File: config.mk
export PLATFORM = sky130hd
export DESIGN_NAME = srmq_ram
export DESIGN_NICKNAME = d
export VERILOG_FILES = /design/src/rtl/srmq_ram.sv
export SDC_FILE = /design/constraint.sdc
export NUM_CORES = 1
export LEC_CHECK = 0
export BUFFER_PORTS_ARGS = -buffer_cell sky130_fd_sc_hd__buf_2
export CAP_MARGIN = 10
export CELL_PAD_IN_SITES_DETAIL_PLACEMENT = 2
export CELL_PAD_IN_SITES_GLOBAL_PLACEMENT = 2
export CORE_ASPECT_RATIO = 1.5
export CORE_MARGIN = 5
export CORE_UTILIZATION = 29
export CTS_CLUSTER_SIZE = 40
export DETAILED_ROUTE_END_ITERATION = 10
export PLACE_DENSITY = 0.49
export SKIP_CTS_REPAIR_TIMING = 1
export SYNTH_ARGS = -nofsm -noshare
export SYNTH_HDL_FRONTEND = slang
export SYNTH_SLANG_ARGS = --single-unit
File: constraint.sdc
create_clock -name clk -period 2.2 [get_ports clk]
set_clock_uncertainty 0.05 [all_clocks]
set_input_delay 0.44 -clock clk [delete_from_list [all_inputs] [get_ports clk]]
set_output_delay 0.44 -clock clk [all_outputs]
set_load 0.02 [all_outputs]
File: src/rtl/srmq_ram.sv
// Generic single-port-write, single-port-read RAM with registered read data.
`default_nettype none
module srmq_ram #(
    parameter int unsigned WIDTH = 8,
    parameter int unsigned DEPTH = 16
) (
    input  wire logic                     clk,
    input  wire logic                     we,
    input  wire logic [$clog2(DEPTH)-1:0] waddr,
    input  wire logic [WIDTH-1:0]         wdata,
    input  wire logic [$clog2(DEPTH)-1:0] raddr,
    output logic [WIDTH-1:0]              rdata
);
    logic [WIDTH-1:0] mem [DEPTH];

    always_ff @(posedge clk)
    begin
        if (we)
        begin
            mem[waddr] <= wdata;
        end
        rdata <= mem[raddr];
    end
endmodule
`default_nettype wire

==> results.toml, run 1 <==
[pwr]
comb_power_share = 0.051
internal_power_uw = 4840
total_leakage_power_uw = 0.00213
swShare = 0.206
power_uw = 6090
peakVddDrop_uv = 448
power.share.clock = 0.470
pwr-share-seq = 0.479
power_density_nw_per_um2 = 968
switchingPower_uw = 1250

[drt]
drc = 0
antenna_left = 0
drt-initial-drc-count = 163
drt-wirelength-per-cell_um = 24.0
routed_wl_um = 12300
via_count = 2472
dr.pass1.iters = 4
routed_via_density = 4.80

[timing]
finalSetupViolations = 0
slew_violations = 0
worst_slack_ns = 0.641
final.period_utilization = 0.709
tightest_slew_ns = 0.522
fmax_mhz = 641
rsz0062_at_grt = "false"
min_period_ns = 1.56
relSlewSlack = 0.652
hold_viol_final = 0
tns_ns = 0

[setup_path]
r2r_cells = 3
worst_r2r_endpoint = "rdata[6]$_DFF_P_"
crit_cells = 5
crit_end = "rdata[1]$_DFF_P_"
crit_slowest_cell = "mux4_1"
slowest_delay_ns = 0.57
path_cells = "buf_2, buf_12, mux4_1, a22oi_1, nand2_1"
worstPathArrival_ns = 1.80
worst-endpoint-required_ns = 2.44
cp_max_fo = 19
end_kind = "flip-flop"
timing_worst_setup_path_type = "input port to flip-flop"
critPathTopFamily = "multiplexers"
cp-startpoint = "raddr[0]"
r2r-start = "mem[0][6]$_DFFE_PP_"
path_buf_inv = 2
r2r_slack_ns = 0.77
worstSetupStartpointType = "input port"

[global_route]
globalRouteOverflowTotal = 0
antenna_found_initial = 0
grt_max_degree = 20
grt_pass1_wl_um = 18800
grt-busiest-layer = "met2"
use_met2 = 0.227
grt_util_met1 = 0.152
grt_pass1_vias = 2897
use_met3 = 0.0291
grt_usage = 0.130

[floorplan]
rows = 59
die-width_um = 119
core_um2 = 17400
start_util = 0.295
fp.dieH_um = 173
dieArea_um2 = 20600
io_pins = 26

[logic_synthesis]
synthesis.nets = 247
async_reset_ff_frac = 0
syn_avg_cell_area_um2 = 22.5
synth_edf_count = 128
synth_top_area_frac = 0.747
ys_seq_elements = 136
synthFlopType = "edfxtp_1"
synth_common_cells = "edfxtp_1, mux4_2, a22oi_1"
synth_largest_area_cell = "edfxtp_1"
netlist_area_um2 = 5150
synthCells = 229
yosysMostFrequentCell = "edfxtp_1"
yosysUniqueCellTypes = 19
ys_top_cells_by_area = "edfxtp_1, mux4_2, mux4_1"
yosysSeqAreaShare = 0.778
yosysWarnings = 0

[cells_and_area]
layout-drive-gt1-share = 0.328
stdcell_count = 515
layout.nets = 307
post-route-util = 0.361
n_antenna_cell = 0
final.fill_count = 1681
synthToLayoutAreaGrowth_pct = 22.3

[clock_tree]
cts_tree = "built"
clk_pin_slew_worst_paths_ns = 0.06
root_buffer = "clkbuf_16"
cts_buffers = 17
clockBufferDepth = 2
clkLatencyLatePin_ns = 0.42
cts_sinks = 136
htreeDepth = 4

[worst_hold_path]
hold_class = "input port to flip-flop"

[placement]
post-dp-hpwl_um = 8470
gp_congestion = 0.661
io_buffers = 25
placedCellCount = 483
dp_slack_ns = 0.191

[outcome]
status = "finished, final reports clean"

[flow_run]
max_cap_viol_count = 0
## placed cells by master, fill, tap and decap left out, drive strengths merged, types with 4 or more instances in the layout
| cell type | count |
|---|---|
| nand2 | 9 |
| edfxtp | 128 |
| buf | 51 |
| clkbuf | 21 |
| mux4 | 32 |
| clkinv | 4 |
| dfxtp | 8 |
| nor3 | 4 |
| a22oi | 16 |
| nor2 | 13 |
## registers in the layout, summed over array words and instances (netlist names)
register,count
mem,128
rdata,8
## power groups by stage
stage	registers, uW	clock network (uW)	logic (uW)
2_1_floorplan	2980	0	147
3_3_place_gp	2970	0	317
3_5_place_dp	2970	0	323
4_1_cts	2920	2950	324
5_1_grt	2920	3070	338
6_report	2920	2870	311
## metal layers
layer  routed length [um]  share of wire
met5                    0              0
met4                  210          0.017
met3                  375          0.030
met2                 6660           0.54
met1                 5100           0.41
## logic make-up (layout without fill, tap and decap cells)
group | Yosys count | count (layout) | synth area share
flops | 136 | 136 | 0.778
simple gates | 35 | 35 | 0.0318
mux | 32 | 32 | 0.150
compound gates | 16 | 16 | 0.0233
buf+inv | 10 | 83 | 0.0168
## worst min path at each step
stage / depth (start not counted) / startpoint / endpoint / slack (ns)
6_report: 1 / wdata[1] / mem[1][1]$_DFFE_PP_ / 0.37
3_3_place_gp: 3 / mem[8][5]$_DFFE_PP_ / rdata[5]$_DFF_P_ / 0.62
4_1_cts: 1 / wdata[1] / mem[1][1]$_DFFE_PP_ / 0.35
5_1_grt: 1 / wdata[1] / mem[1][1]$_DFFE_PP_ / 0.36
2_1_floorplan: 0 / wdata[0] / mem[0][0]$_DFFE_PP_ / 0.49
3_5_place_dp: 3 / mem[4][2]$_DFFE_PP_ / rdata[2]$_DFF_P_ / 0.62
## per-stage QoR
| stage | hold slack, ns | cell area, um2 |
|---|---|---|
| finish | 0.366 | 6300 |
| global placement | 0.615 | 5700 |
| CTS | 0.347 | 6300 |
| detailed placement | 0.622 | 5700 |
| floorplan | 0.489 | 5150 |
| global route | 0.356 | 6300 |
## area by class of cell
class                   instances  area [um2]  area share
clock buffers                  21         450      0.0715
clock inverters                11         149      0.0236
multi-input cells              83        1060       0.168
flip-flops and latches        136        4000       0.636
well taps                     213         267      0.0423
repair buffers                 51         370      0.0588
No activity file was read; power rests on OpenSTA's default activity.
==> run 2, diff against run 1 <==
==> constraint.sdc (replaced) <==
create_clock -name clk -period 1.6 [get_ports clk]
set_clock_uncertainty 0.05 [all_clocks]
set_input_delay 0.32 -clock clk [delete_from_list [all_inputs] [get_ports clk]]
set_output_delay 0.32 -clock clk [all_outputs]
set_load 0.02 [all_outputs]
==> results.toml, run 2 (synthesis results as in run 1) <==
[outcome]
status = "finished, final reports clean"

[setup_path]
crit_slowest_cell = "mux4_1"
cp_max_fo = 1
worstPathArrival_ns = 1.66
r2r_cells = 3
end_kind = "flip-flop"
worstSetupStartpointType = "flip-flop"
timing_worst_setup_path_type = "flip-flop to flip-flop"
worst-endpoint-required_ns = 1.83
slowest_delay_ns = 0.51
r2r-start = "mem[1][0]$_DFFE_PP_"
path_cells = "mux4_1, a22oi_1, nand2_1"
cp-startpoint = "mem[1][0]$_DFFE_PP_"

[global_route]
grt_pass1_vias = 2955
grt_pass1_wl_um = 18300
antenna_found_initial = 0
globalRouteOverflowTotal = 0
grt_usage = 0.123
use_met3 = 0.0281
grt_max_degree = 17
grt_util_met1 = 0.138
grt-busiest-layer = "met2"
use_met2 = 0.226

[worst_hold_path]
hold_class = "input port to flip-flop"
hp-start = "wdata[6]"
whs_path_depth = 1

[floorplan]
die-width_um = 119
dieArea_um2 = 20600
io_pins = 26
core_um2 = 17400
start_util = 0.295
fp.dieH_um = 173
rows = 59

[pwr]
power.share.clock = 0.447
peakVddDrop_uv = 739
power_density_nw_per_um2 = 1270
internal_power_uw = 6390
pwr-share-seq = 0.498
power_uw = 8040
total_leakage_power_uw = 0.00217
switchingPower_uw = 1660
swShare = 0.206
comb_power_share = 0.055

[cells_and_area]
final_cell_mix = "edfxtp_1, buf_4, buf_2, mux4_2, clkbuf_16"
post-route-util = 0.364
synthToLayoutAreaGrowth_pct = 23.3
layout-drive-gt1-share = 0.346
n_antenna_cell = 0
regMostFlops = "mem"
reg_top3 = "mem (128), rdata (8)"
layout.nets = 317
largest_register_ffs = 128
final_common_cell = "edfxtp_1"
finish.instance_area_um2 = 6350

[timing]
min_period_ns = 1.43
final.period_utilization = 0.892
slew_violations = 0
holdWs_ns = 0.256
hold_viol_final = 0
finalSetupViolations = 0
tightest_slew_ns = 0.784
relSlewSlack = 0.477
fmax_mhz = 700
rsz0062_at_grt = "false"

[placement]
placed_area_um2 = 5800
post-dp-hpwl_um = 8490
gp_congestion = 0.680
io_buffers = 25

[drt]
drt-wirelength-per-cell_um = 22.6
dr.pass1.iters = 4
routed_via_density = 4.71
drt-initial-drc-count = 230
routed_wl_um = 11800
drc = 0
antenna_left = 0
via_count = 2473

[clock_tree]
clk_pin_slew_worst_paths_ns = 0.06
htreeDepth = 4
cts_sinks = 136
clockBufferDepth = 2
cts_buffers = 17
cts_tree = "built"
clkLatencyLatePin_ns = 0.40
root_buffer = "clkbuf_16"

[flow_run]
max_cap_viol_count = 0
[run 2: cell count changes in the layout (fill, tap and decap cells not counted), moves of 2 or more]
cell / delta
bufinv_16: -2
buf_12: +2
buf_4: +8
clkinv_2: +2
clkbuf_1: +2
[run 2: power by group through the flow]
stage	combinational, uW	clock, uW	sequential [uW]
global route	482	3880	4020
CTS	461	3690	4010
finish	443	3590	4010
floorplan	202	0	4100
detailed placement	460	0	4090
global placement	448	0	4080
[run 2: area by class of cell]
cell class                 instances  area [um2]
clock buffer                      24         472
clock inverter                     8        73.8
fill                            1682       11100
sequential                       136        4000
timing repair buffer              61         470
multi-input combinational         83        1060
tap                              213         267
[run 2: final timing paths]
path | endpoint | slack (ns)
max | rdata[0]$_DFF_P_ | 0.17
max reg2reg | rdata[0]$_DFF_P_ | 0.17
min | mem[14][6]$_DFFE_PP_ | 0.26
min reg2reg | rdata[3]$_DFF_P_ | 0.62
[run 2: layer usage]
layer,vias up,part of all wire
met2,40,0.57
met4,0,0.013
met5,-,0
li1,1115,-
met3,7,0.022
met1,1311,0.40
[run 2: per-stage QoR]
| stage | cells | setup TNS, ns | setup WS (ns) |
|---|---|---|---|
| after floorplan | 229 | -1.02 | -0.0361 |
| after global placement | 493 | -2.70 | -0.225 |
| after detailed placement | 493 | -2.94 | -0.204 |
| after CTS | 525 | 0 | 0.158 |
| after global routing | 525 | 0 | 0.0820 |
| final | 525 | 0 | 0.172 |
[run 2: worst max-delay path: cells and delay by family (launching register included)]
kind,cells,cell delay [ns]
flip-flops,1,0.37
AO/OA/AOI/OAI,1,0.29
multiplexers,1,0.51
AND/OR/NAND/NOR,1,0.10
==> run 3, diff against run 2 <==
==> config.mk (replaced) <==
export PLATFORM = sky130hd
export DESIGN_NAME = srmq_ram
export DESIGN_NICKNAME = d
export VERILOG_FILES = /design/src/rtl/srmq_ram.sv
export SDC_FILE = /design/constraint.sdc
export NUM_CORES = 1
export LEC_CHECK = 0
export CAP_MARGIN = 10
export CELL_PAD_IN_SITES_DETAIL_PLACEMENT = 2
export CELL_PAD_IN_SITES_GLOBAL_PLACEMENT = 2
export CORE_MARGIN = 5
export CORE_UTILIZATION = 29
export CTS_CLUSTER_SIZE = 40
export DETAILED_ROUTE_END_ITERATION = 10
export DONT_BUFFER_PORTS = 1
export PLACE_DENSITY = 0.47
export REMOVE_ABC_BUFFERS = 1
export SKIP_CTS_REPAIR_TIMING = 1
export SYNTH_ARGS = -nofsm -noshare
export SYNTH_HDL_FRONTEND = slang
export SYNTH_SLANG_ARGS = --single-unit
==> results.toml, run 3 (synthesis results as in run 1) <==
[drt]
routed_wl_um = 11500
via_count = 2352
drt-wirelength-per-cell_um = 23.0
drt-initial-drc-count = 136
routed_via_density = 4.70
antenna_left = 0
drc = 0
dr.pass1.iters = 4

[pwr]
internal_power_uw = 6570
power_uw = 8140
comb_power_share = 0.035
switchingPower_uw = 1580
total_leakage_power_uw = 0.00200
swShare = 0.193
power.share.clock = 0.468
power_density_nw_per_um2 = 1330
pwr-share-seq = 0.497
peakVddDrop_uv = 730

[global_route]
globalRouteOverflowTotal = 0
grt_pass1_vias = 2577
grt_usage = 0.122
grt_pass1_wl_um = 17300
antenna_found_initial = 0
grt_max_degree = 33

[timing]
hold_viol_final = 0
relSlewSlack = 0.514
slew_violations = 0
rsz0062_at_grt = "false"
tightest_slew_ns = 0.727
final.period_utilization = 0.881
worst_slack_ns = 0.190
fmax_mhz = 709
finalSetupViolations = 0
min_period_ns = 1.41
tns_ns = 0

[clock_tree]
clkLatencyLatePin_ns = 0.41
clockBufferDepth = 2
cts_sinks = 136
root_buffer = "clkbuf_16"
cts_tree = "built"
cts_buffers = 17
clk_pin_slew_worst_paths_ns = 0.06
htreeDepth = 4

[floorplan]
rows = 48
die-width_um = 143
core_um2 = 17400
start_util = 0.297
fp.dieH_um = 143
dieArea_um2 = 20500
io_pins = 26

[setup_path]
worstPathArrival_ns = 1.66
path_buf_inv = 0
worstSetupStartpointType = "flip-flop"
slowest_delay_ns = 0.54
path_cells = "mux4_1, a22oi_1, nand2_1"
end_kind = "flip-flop"
critPathTopFamily = "multiplexers"
worst-endpoint-required_ns = 1.85
crit_slowest_cell = "mux4_1"
timing_worst_setup_path_type = "flip-flop to flip-flop"
cp_max_fo = 1

[cells_and_area]
n_antenna_cell = 0
reg_top3 = "mem (128), rdata (8)"
layout.nets = 280
synthToLayoutAreaGrowth_pct = 19.1
layout-drive-gt1-share = 0.233
final_common_cell = "edfxtp_1"
final_cell_mix = "edfxtp_1, mux4_2, clkbuf_16, a22oi_1, buf_4"
largest_register_ffs = 128
regMostFlops = "mem"

[placement]
dp_slack_ns = 0.0341
gp_congestion = 0.695
io_buffers = 0
post-dp-hpwl_um = 7240

[flow_run]
max_cap_viol_count = 0

[worst_hold_path]
hold_class = "input port to flip-flop"

[outcome]
status = "finished, final reports clean"
run 3: changes by cell type in the layout (fill, tap and decap cells not counted), sizes merged:
| cell | before | now |
|---|---|---|
| buf | 61 | 16 |
| dlygate4sd3 | 0 | 8 |
| bufinv | 1 | 2 |
| clkinv | 5 | 4 |
run 3: power by group through the flow:
stage	logic (uW)	clock network [uW]	registers, uW
final	281	3810	4050
after CTS	229	3940	4050
after floorplan	160	0	4100
after global routing	309	4120	4060
after global placement	230	0	4120
after detailed placement	229	0	4130
run 3: path summary, 6_finish.rpt:
| path | from | endpoint | slack, ns | cells past startpoint |
|---|---|---|---|---|
| worst max register to register | mem[1][0]$_DFFE_PP_ | rdata[0]$_DFF_P_ | 0.19 | 3 |
| worst min register to register | mem[12][6]$_DFFE_PP_ | rdata[6]$_DFF_P_ | 0.63 | 3 |
| worst max-delay path | mem[1][0]$_DFFE_PP_ | rdata[0]$_DFF_P_ | 0.19 | 3 |
| worst min-delay path | raddr[1] | rdata[4]$_DFF_P_ | 0.17 | 3 |
run 3: metrics by stage:
step | util | cells | cell area [um2] | hold slack (ns)
2_1_floorplan | - | 219 | 5060 | 0.369
3_3_place_gp | 0.315 | 460 | 5460 | 0.370
3_5_place_dp | 0.315 | 460 | 5460 | 0.370
4_1_cts | 0.349 | 492 | 6050 | -0.0781
5_1_grt | 0.353 | 500 | 6130 | 0.160
6_report | 0.353 | 500 | 6130 | 0.171
run 3: worst reg2reg max path, cell delays in order, from the launching register on:
cell	delay, ns
edfxtp_1	0.35
mux4_1	0.54
a22oi_1	0.27
nand2_1	0.09
run 3: area by class of cell:
cell class	instances	area (um2)
fillers	1663	11200
flip-flops and latches	136	4000
multi-input cells	83	1060
clock buffers	24	492
well taps	225	282
repair buffers	24	200
clock inverters	8	95.1
run 3: metal layers:
metal  GRT usage  share of wire  wire length [um]
met5           0              0                 0
met4      0.0520          0.015               173
met3      0.0385          0.032               374
met2       0.190           0.50              5770
met1       0.158           0.45              5200
